## config.mk

```make
export PLATFORM = sky130hd
export DESIGN_NAME = max_antichain_dilworth_unit
export DESIGN_NICKNAME = d
export VERILOG_FILES = /design/src/mad_pkg.sv /design/src/max_antichain_dilworth_unit.sv
export SDC_FILE = /design/constraint.sdc
export NUM_CORES = 2
export LEC_CHECK = 0
export BUFFER_PORTS_ARGS = -buffer_cell sky130_fd_sc_hd__buf_2
export CAP_MARGIN = 20
export CORE_ASPECT_RATIO = 2
export CORE_MARGIN = 8
export CORE_UTILIZATION = 38
export DETAILED_ROUTE_END_ITERATION = 6
export PLACE_DENSITY_LB_ADDON = 0.2
export SLEW_MARGIN = 20
export SYNTH_ARGS = -nofsm -noshare
export SYNTH_HDL_FRONTEND = slang
export SYNTH_SLANG_ARGS = --single-unit
```

## constraint.sdc

```tcl
create_clock -name clk -period 7.05 [get_ports clk]
set_clock_uncertainty 0.1 [all_clocks]
set_input_delay 1.41 -clock clk [delete_from_list [all_inputs] [get_ports clk]]
set_output_delay 1.41 -clock clk [all_outputs]
set_load 0.01 [all_outputs]
```

## src/mad_pkg.sv

```systemverilog
// Shared constants and types for the maximum antichain unit.
// No dependencies; imported by max_antichain_dilworth_unit.
`default_nettype none

package mad_pkg;

    // Default graph size and fixed field widths
    localparam int MAX_VERTICES_DEF = 16;
    localparam int ROW_W            = 16;
    localparam int VC_W             = 5;
    localparam int VERTEX_W         = 4;
    localparam int RESULT_LIMIT     = 16;
    localparam int CNT_W            = 4;
    localparam int VC_RESET         = 16;

    // Sequencer states
    typedef enum logic [3:0] {
        S_LOAD,
        S_COPY,
        S_WK,
        S_WKQ,
        S_WI,
        S_KROOT,
        S_KEVAL,
        S_KPOP,
        S_KAUG,
        S_CINIT,
        S_CSWEEP,
        S_CFIN,
        S_EMIT
    } state_t;

endpackage

`default_nettype wire

```

## src/max_antichain_dilworth_unit.sv

```systemverilog
// Maximum antichain of a DAG: row loader, Warshall closure, Kuhn matching,
// Konig cover and result emitter around adjacency, work and stack memories.
// Depends on mad_pkg.
// Rate: one row per cycle while loading. After the last row the unit is busy with
// copy and closure (one work-memory read per row per pivot), then matching at one
// stack step per cycle, then cover sweeps over the rows (at most n+1 sweeps), then
// one result per cycle. The receiver cannot stall results. Reset clears control
// state and sets vertex_count to 16; memory contents are not reset.
`default_nettype none

module max_antichain_dilworth_unit #(
    parameter int MAX_VERTICES = mad_pkg::MAX_VERTICES_DEF
) (
    input  logic                         clk,
    input  logic                         rst_n,
    input  logic                         start,
    output logic                         busy,
    input  logic [mad_pkg::ROW_W-1:0]    row_bits,
    input  logic                         last_row,
    output logic                         result_valid,
    output logic [mad_pkg::VERTEX_W-1:0] vertex,
    output logic                         last_vertex,
    input  logic                         cfg_write,
    input  logic [mad_pkg::VC_W-1:0]     cfg_data
);

    import mad_pkg::*;

    localparam int RW = MAX_VERTICES;
    localparam int IW = $clog2(MAX_VERTICES);
    localparam int NW = $clog2(MAX_VERTICES + 1);
    localparam int SW = 2 * IW;

    // Lowest set bit of a row
    function automatic logic [IW-1:0] lowest(input logic [RW-1:0] m);
        logic [IW-1:0] r;
        r = '0;
        for (int b = RW - 1; b >= 0; b--) begin
            if (m[b]) r = IW'(b);
        end
        return r;
    endfunction

    // Memories
    logic [RW-1:0] adj_mem  [MAX_VERTICES];
    logic [RW-1:0] work_mem [MAX_VERTICES];
    logic [SW-1:0] stk_mem  [MAX_VERTICES];
    logic [RW-1:0] adj_q, work_q;
    logic [SW-1:0] stk_q;

    logic          adj_we, work_we, stk_we;
    logic [IW-1:0] adj_waddr, adj_raddr, work_waddr, work_raddr, stk_waddr, stk_raddr;
    logic [RW-1:0] adj_wdata, work_wdata;
    logic [SW-1:0] stk_wdata;

    always_ff @(posedge clk)
    begin
        if (adj_we) adj_mem[adj_waddr] <= adj_wdata;
        adj_q <= adj_mem[adj_raddr];
    end

    always_ff @(posedge clk)
    begin
        if (work_we) work_mem[work_waddr] <= work_wdata;
        work_q <= work_mem[work_raddr];
    end

    always_ff @(posedge clk)
    begin
        if (stk_we) stk_mem[stk_waddr] <= stk_wdata;
        stk_q <= stk_mem[stk_raddr];
    end

    // Registers
    state_t        state_reg, state_next;
    logic [VC_W-1:0] vc_reg;
    logic [NW-1:0] row_cnt_reg, row_cnt_next;
    logic [NW-1:0] n_reg, n_next;
    logic [NW-1:0] idx_reg, idx_next;
    logic [NW-1:0] k_reg, k_next;
    logic [NW-1:0] root_reg, root_next;
    logic [NW-1:0] j_reg, j_next;
    logic [NW-1:0] depth_reg, depth_next;
    logic [IW-1:0] v_reg, v_next;
    logic [IW-1:0] aug_reg, aug_next;
    logic [RW-1:0] rowk_reg, rowk_next;
    logic [RW-1:0] visited_reg, visited_next;
    logic [RW-1:0] matched_reg, matched_next;
    logic [RW-1:0] rr_reg, rr_next;
    logic [RW-1:0] anti_reg, anti_next;
    logic          changed_reg, changed_next;
    logic [CNT_W-1:0] cnt_reg, cnt_next;
    logic [IW-1:0] partner_reg [MAX_VERTICES];
    logic          part_we;
    logic [IW-1:0] part_waddr, part_wdata;
    logic          valid_reg, valid_next;
    logic [VERTEX_W-1:0] vertex_reg, vertex_next;
    logic          last_reg, last_next;

    // Derived values
    logic [NW-1:0] n_clamp, idx_m1, idx_p1;
    logic [RW-1:0] full, start_mask, pushable, cand, cols, reach, lm, lc, anti_rest;
    logic [IW-1:0] jj, pv, anti_lo;
    logic          chg, anti_last;

    always_comb
    begin
        n_clamp = (int'(vc_reg) > MAX_VERTICES) ? NW'(MAX_VERTICES) : NW'(vc_reg);
        idx_m1  = idx_reg - 1'b1;
        idx_p1  = idx_reg + 1'b1;
        full       = ~({RW{1'b1}} << n_reg);
        start_mask = {RW{1'b1}} << j_reg;
        cols       = work_q & ~rr_reg;
        reach = '0;
        lm    = '0;
        lc    = '0;
        for (int b = 0; b < RW; b++) begin
            pushable[b] = !visited_reg[partner_reg[b]] && (depth_reg < NW'(MAX_VERTICES));
            if (matched_reg[b]) lm = lm | (RW'(1) << partner_reg[b]);
            if (matched_reg[b] && !rr_reg[b]) lc = lc | (RW'(1) << partner_reg[b]);
            if (matched_reg[b] && cols[b]) reach = reach | (RW'(1) << partner_reg[b]);
        end
        cand      = work_q & start_mask & (~matched_reg | pushable);
        jj        = lowest(cand);
        pv        = partner_reg[jj];
        anti_lo   = lowest(anti_reg);
        anti_rest = anti_reg & ~(RW'(1) << anti_lo);
        anti_last = (anti_rest == '0) || (cnt_reg == CNT_W'(RESULT_LIMIT - 1));
    end

    // Next state and datapath control
    always_comb
    begin
        state_next   = state_reg;
        row_cnt_next = row_cnt_reg;
        n_next       = n_reg;
        idx_next     = idx_reg;
        k_next       = k_reg;
        root_next    = root_reg;
        j_next       = j_reg;
        depth_next   = depth_reg;
        v_next       = v_reg;
        aug_next     = aug_reg;
        rowk_next    = rowk_reg;
        visited_next = visited_reg;
        matched_next = matched_reg;
        rr_next      = rr_reg;
        anti_next    = anti_reg;
        changed_next = changed_reg;
        cnt_next     = cnt_reg;
        valid_next   = 1'b0;
        vertex_next  = vertex_reg;
        last_next    = 1'b0;
        adj_we     = 1'b0;
        adj_waddr  = row_cnt_reg[IW-1:0];
        adj_wdata  = RW'(row_bits);
        adj_raddr  = idx_reg[IW-1:0];
        work_we    = 1'b0;
        work_waddr = idx_reg[IW-1:0];
        work_wdata = work_q;
        work_raddr = idx_reg[IW-1:0];
        stk_we     = 1'b0;
        stk_waddr  = IW'(depth_reg - 1'b1);
        stk_wdata  = {v_reg, jj};
        stk_raddr  = IW'(depth_reg - 2'd2);
        part_we    = 1'b0;
        part_waddr = jj;
        part_wdata = v_reg;
        chg        = changed_reg;

        unique case (state_reg)
            S_LOAD:
            begin
                // Store a row; on the last row set up the run
                if (start) begin
                    if (row_cnt_reg < NW'(MAX_VERTICES)) begin
                        adj_we       = 1'b1;
                        row_cnt_next = row_cnt_reg + 1'b1;
                    end
                    if (last_row) begin
                        row_cnt_next = '0;
                        n_next       = n_clamp;
                        matched_next = '0;
                        visited_next = '0;
                        rr_next      = '0;
                        idx_next     = '0;
                        if (n_clamp != '0) state_next = S_COPY;
                    end
                end
            end
            S_COPY:
            begin
                // Copy masked adjacency into the work memory
                if (idx_reg != '0) begin
                    work_we    = 1'b1;
                    work_waddr = idx_m1[IW-1:0];
                    work_wdata = adj_q & full;
                end
                if (idx_reg == n_reg) begin
                    k_next     = '0;
                    state_next = S_WK;
                end else begin
                    idx_next = idx_p1;
                end
            end
            S_WK:
            begin
                work_raddr = k_reg[IW-1:0];
                state_next = S_WKQ;
            end
            S_WKQ:
            begin
                rowk_next  = work_q;
                work_raddr = '0;
                idx_next   = '0;
                state_next = S_WI;
            end
            S_WI:
            begin
                // Merge the pivot row into every row reaching the pivot
                work_we    = 1'b1;
                work_waddr = idx_reg[IW-1:0];
                work_wdata = work_q | (work_q[k_reg[IW-1:0]] ? rowk_reg : '0);
                work_raddr = idx_p1[IW-1:0];
                if (idx_reg == n_reg - 1'b1) begin
                    if (k_reg == n_reg - 1'b1) begin
                        root_next  = '0;
                        state_next = S_KROOT;
                    end else begin
                        k_next     = k_reg + 1'b1;
                        state_next = S_WK;
                    end
                end else begin
                    idx_next = idx_p1;
                end
            end
            S_KROOT:
            begin
                // Start an augmenting search from the next left vertex
                if (root_reg == n_reg) begin
                    state_next = S_CINIT;
                end else begin
                    v_next       = root_reg[IW-1:0];
                    j_next       = '0;
                    depth_next   = NW'(1);
                    visited_next = RW'(1) << root_reg[IW-1:0];
                    work_raddr   = root_reg[IW-1:0];
                    root_next    = root_reg + 1'b1;
                    state_next   = S_KEVAL;
                end
            end
            S_KEVAL:
            begin
                if (cand != '0 && !matched_reg[jj]) begin
                    // Free column: claim it and unwind the stack
                    part_we      = 1'b1;
                    matched_next = matched_reg | (RW'(1) << jj);
                    if (depth_reg > NW'(1)) begin
                        aug_next   = IW'(depth_reg - 2'd2);
                        state_next = S_KAUG;
                    end else begin
                        state_next = S_KROOT;
                    end
                end else if (cand != '0) begin
                    // Descend into the column's partner
                    stk_we       = 1'b1;
                    visited_next = visited_reg | (RW'(1) << pv);
                    v_next       = pv;
                    j_next       = '0;
                    depth_next   = depth_reg + 1'b1;
                    work_raddr   = pv;
                    state_next   = S_KEVAL;
                end else begin
                    // Dead end: drop a level
                    depth_next = depth_reg - 1'b1;
                    if (depth_reg == NW'(1)) state_next = S_KROOT;
                    else                     state_next = S_KPOP;
                end
            end
            S_KPOP:
            begin
                v_next     = stk_q[SW-1:IW];
                j_next     = NW'(stk_q[IW-1:0]) + 1'b1;
                work_raddr = stk_q[SW-1:IW];
                state_next = S_KEVAL;
            end
            S_KAUG:
            begin
                part_we      = 1'b1;
                part_waddr   = stk_q[IW-1:0];
                part_wdata   = stk_q[SW-1:IW];
                matched_next = matched_reg | (RW'(1) << stk_q[IW-1:0]);
                stk_raddr    = aug_reg - 1'b1;
                aug_next     = aug_reg - 1'b1;
                if (aug_reg == '0) state_next = S_KROOT;
            end
            S_CINIT:
            begin
                visited_next = full & ~lm;
                rr_next      = '0;
                changed_next = 1'b0;
                idx_next     = '0;
                work_raddr   = '0;
                state_next   = S_CSWEEP;
            end
            S_CSWEEP:
            begin
                // Spread reach along alternating paths, one row a cycle
                if (visited_reg[idx_reg[IW-1:0]] && cols != '0) begin
                    rr_next      = rr_reg | cols;
                    visited_next = visited_reg | reach;
                    chg          = 1'b1;
                end
                if (idx_reg == n_reg - 1'b1) begin
                    idx_next     = '0;
                    changed_next = 1'b0;
                    work_raddr   = '0;
                    if (!chg) state_next = S_CFIN;
                end else begin
                    idx_next     = idx_p1;
                    changed_next = chg;
                    work_raddr   = idx_p1[IW-1:0];
                end
            end
            S_CFIN:
            begin
                anti_next  = full & ~(lc | (matched_reg & rr_reg));
                cnt_next   = '0;
                state_next = ((full & ~(lc | (matched_reg & rr_reg))) == '0) ? S_LOAD : S_EMIT;
            end
            S_EMIT:
            begin
                // Transfer one antichain vertex per cycle
                valid_next  = 1'b1;
                vertex_next = VERTEX_W'(anti_lo);
                last_next   = anti_last;
                anti_next   = anti_rest;
                cnt_next    = cnt_reg + 1'b1;
                if (anti_last) state_next = S_LOAD;
            end
            default:
            begin
                state_next = S_LOAD;
            end
        endcase
    end

    // Control registers
    always_ff @(posedge clk or negedge rst_n)
    begin
        if (!rst_n) begin
            state_reg   <= S_LOAD;
            vc_reg      <= VC_W'(VC_RESET);
            row_cnt_reg <= '0;
            n_reg       <= '0;
            idx_reg     <= '0;
            k_reg       <= '0;
            root_reg    <= '0;
            j_reg       <= '0;
            depth_reg   <= '0;
            aug_reg     <= '0;
            matched_reg <= '0;
            visited_reg <= '0;
            rr_reg      <= '0;
            anti_reg    <= '0;
            changed_reg <= 1'b0;
            cnt_reg     <= '0;
            valid_reg   <= 1'b0;
            last_reg    <= 1'b0;
        end else begin
            state_reg   <= state_next;
            if (cfg_write) vc_reg <= cfg_data;
            row_cnt_reg <= row_cnt_next;
            n_reg       <= n_next;
            idx_reg     <= idx_next;
            k_reg       <= k_next;
            root_reg    <= root_next;
            j_reg       <= j_next;
            depth_reg   <= depth_next;
            aug_reg     <= aug_next;
            matched_reg <= matched_next;
            visited_reg <= visited_next;
            rr_reg      <= rr_next;
            anti_reg    <= anti_next;
            changed_reg <= changed_next;
            cnt_reg     <= cnt_next;
            valid_reg   <= valid_next;
            last_reg    <= last_next;
        end
    end

    // Payload registers
    always_ff @(posedge clk)
    begin
        v_reg      <= v_next;
        rowk_reg   <= rowk_next;
        vertex_reg <= vertex_next;
        if (part_we) partner_reg[part_waddr] <= part_wdata;
    end

    assign busy         = (state_reg != S_LOAD);
    assign result_valid = valid_reg;
    assign vertex       = vertex_reg;
    assign last_vertex  = last_reg;

    // Checks
    a_valid_from_emit: assert property (@(posedge clk) disable iff (!rst_n)
        result_valid |-> $past(state_reg == S_EMIT))
        else $error("result strobe without emit state");

    a_depth_bound: assert property (@(posedge clk) disable iff (!rst_n)
        depth_reg <= NW'(MAX_VERTICES))
        else $error("search stack overflow");

    a_row_cnt_bound: assert property (@(posedge clk) disable iff (!rst_n)
        row_cnt_reg <= NW'(MAX_VERTICES))
        else $error("row counter out of range");

    a_last_ends_run: assert property (@(posedge clk) disable iff (!rst_n)
        (result_valid && last_vertex) |=> !result_valid)
        else $error("result after final vertex");

endmodule

`default_nettype wire

```

==> results.toml <==
[finish]
drive_gt1_share_pct = 17.3
multi_input_area_um2 = 19700
ff_latch_area_um2 = 25700
final_nets = 4233
area_growth_pct = 13.2
fillers = 11500
mostFrequentLayoutCells = "728 x edfxtp_1, 459 x nand2_1, 288 x nor2_1, 254 x buf_4, 225 x mux2i_1"
final_common_cell = "edfxtp_1"
largestRegisters = "adj_mem: 256 flops, work_mem: 256 flops, stk_mem: 128 flops"

[grt]
antenna_found_initial = 33
grt_pass1_wl_mm = 332
grt_overflow = 0
grt_pass1_vias = 38200
grt_usage_pct = 35.7
grt_max_degree = 107

[outcome]
status = "finished with violations"
violations = "DRC"

[synthesis]
synth_fp_nets = 4156
synthTopCellsByArea = "edfxtp_1 47%, dfrtp_1 6.3%, mux2i_1 4.8%, mux4_2 4.3%, nand2_1 3.7%"
synth.distinct_cells = 110
ys.flop_type = "edfxtp_1"
synth_enable_flop_cells = 728
yosysSeqAreaShare_pct = 54.9
netlist.area_leader.share_pct = 46.8
syn_inst = 4100
avgSynthCellArea_um2 = 11.4
synthesis.area_um2 = 46700
yosys_warnings = 0
yosysTopAreaCell = "edfxtp_1"
synthArstFlopShare_pct = 13.4
ys_ff_latch = 887

[critical_path]
r2r_end = "work_q[13]"
reg2reg_setup_slack_ps = 930
critical_path.endpoint = "work_q[13]"
r2r_start = "partner_reg[15][1]"
crit_buf_inv = 3
cp_num_cells = 18
max_stage_delay_ps = 830
path_cells = "mux4_2, or3_1, o2111a_1, a311oi_1, o221ai_1, a211o_1, and2_1, mux2i_1, a211o_1, buf_12, a21boi_1, a2bb2oi_4, buf_12, buf_12, mux2i_1, a22o_1, a221o_1, a211oi_2"
path_delay_family = "compound AO/OA/AOI/OAI gates"
worstSetupPathType = "reg -> reg"
rr_worst_depth = 18
start_kind = "flip-flop"
path_max_fanout = 32
critPathLaunch = "partner_reg[15][1]"
critPathArrivalTime_ps = 6670
crit_top_cell = "buf_12"
critPathSlowestCell = "edfxtp_1"
cp-end-kind = "flip-flop"
worst_ep_required_time_ps = 7600

[detailed_routing]
totalWireLength_mm = 248
ant_nets = 0
first_pass_iters = 7
wl_per_cell_um = 42.6
via_per_inst = 6.79
drtIter0Drc = 5220
num_vias = 39600
route.detailed.drc = 1

[placed_design]
dp_worst_setup_slack_ps = 895
port_buffers = 32
gp_congestion = 1.10
dp_hpwl_mm = 177

[die]
io_pins = 33
row_count = 182
initial_utilization_pct = 38.1
die_h_um = 512
coreArea_um2 = 123000
die_w_um = 264
die-area_um2 = 135000

[clock_network]
ctsHoldBuffers = 0
numCtsBuffers = 84
post_cts_buffers = 0
ctsResizeCount = 0
cts-htree-levels = 3
cts_tree = "yes"
clock_path_buffers = 3
cts_sinks = 887
cts_root_buffer = "clkbuf_16"
clock_latency_ps = 730
clk_pin_slew_ps = 70

[sta]
worstMarginPinSlew_ps = 1320
finalSetupTns_ps = 0
postLayoutSetupSlackWorst_ps = 933
setup_viol = 0
fmaxAchievable_ghz = 0.163
rsz0062_at_grt = "no"
drv_slew = 0
finalCriticalPeriod_ps = 6120
hold_viol_final = 0
post-route-period-util_pct = 86.8
slew-limit-headroom_pct = 11.5

[pwr]
powerDensity_nw_per_um2 = 465
peakVddDrop_v = 0.000298
p_leak_uw = 0.0180
total_power_uw = 24600

[min_path]
hold_class = "reg -> reg"

[run]
max-cap-violations = 0
worst min-delay path, stage by stage, from the launching register on:
cell and delay [ps]:
dfrtp_1 330, o21ai_0 80, nand2_1 60
report_power, final:
group	switching, uW	internal [uW]	leakage (uW)	total (uW)
logic	8260	3870	0.00819	12100
clock network	2150	2500	0.00133	4650
registers	1060	6720	0.00843	7780
metal layers:
layer  track usage [%]  part of all wire (%)
met1              44.1                    38
met5                 0                 0.018
met4              24.9                   8.6
met2              54.2                    44
met3              9.26                   9.3
synth_stat cells, types with 32 or more instances:
| library cell | n |
|---|---|
| mux2_2 | 75 |
| nand2b_1 | 50 |
| and2_1 | 46 |
| nand3_1 | 152 |
| edfxtp_1 | 728 |
| nand2_1 | 459 |
| or3_1 | 35 |
| nand4_1 | 73 |
| a211oi_1 | 60 |
| nor2b_1 | 44 |
| nor3_1 | 92 |
| o22ai_1 | 209 |
| mux4_2 | 90 |
| a31oi_1 | 37 |
| clkbuf_1 | 216 |
| inv_1 | 70 |
| buf_2 | 49 |
| a21oi_1 | 174 |
| o21ai_0 | 130 |
| nor4_1 | 42 |
| nor2_1 | 313 |
| dfxtp_1 | 40 |
| a221oi_1 | 32 |
| dfrtp_1 | 118 |
| mux2i_1 | 225 |
stage by stage:
step	util, %	instances	hold slack (ps)	instance area [um^2]
2_1_floorplan	-	4100	306	46700
3_3_place_gp	40.7	5651	373	49900
3_5_place_dp	40.7	5651	387	49900
4_1_cts	43.0	5808	400	52700
5_1_grt	43.1	5814	439	52800
6_report	43.2	5828	397	52900
worst min-delay path by stage:
stage | start | endpoint | slack, ps | cells past startpoint
global placement | changed_reg | changed_reg | 370 | 2
detailed placement | changed_reg | changed_reg | 390 | 2
floorplan | work_q[6] | rowk_reg[6] | 310 | 0
finish | changed_reg | changed_reg | 400 | 2
global route | row_cnt_reg[4] | row_cnt_reg[4] | 440 | 2
CTS | changed_reg | changed_reg | 400 | 2
layout make-up:
cell class / instances / area share [%]
flip-flops and latches: 887 / 48.5
repair buffers: 304 / 4.59
clock inverters: 56 / 1.12
diodes: 16 / 0.0757
clock buffers: 101 / 4.16
inverters: 71 / 0.504
multi-input cells: 2829 / 37.3
well taps: 1564 / 3.70
cells by family (layout without fill, tap and decap cells):
group | after synthesis | after routing | share of synthesized area [%]
muxes | 397 | 397 | 11.2
xor gates and xnor gates | 38 | 38 | 0.712
other | 0 | 16 | 0
DFF | 887 | 887 | 54.9
buffers and inverters | 384 | 532 | 3.62
adders and majority gates | 30 | 30 | 0.803
and+or+nand+nor | 1410 | 1410 | 14.5
AOI/OAI and AO/OA | 954 | 954 | 14.3
No activity file was read; power rests on OpenSTA's default activity.
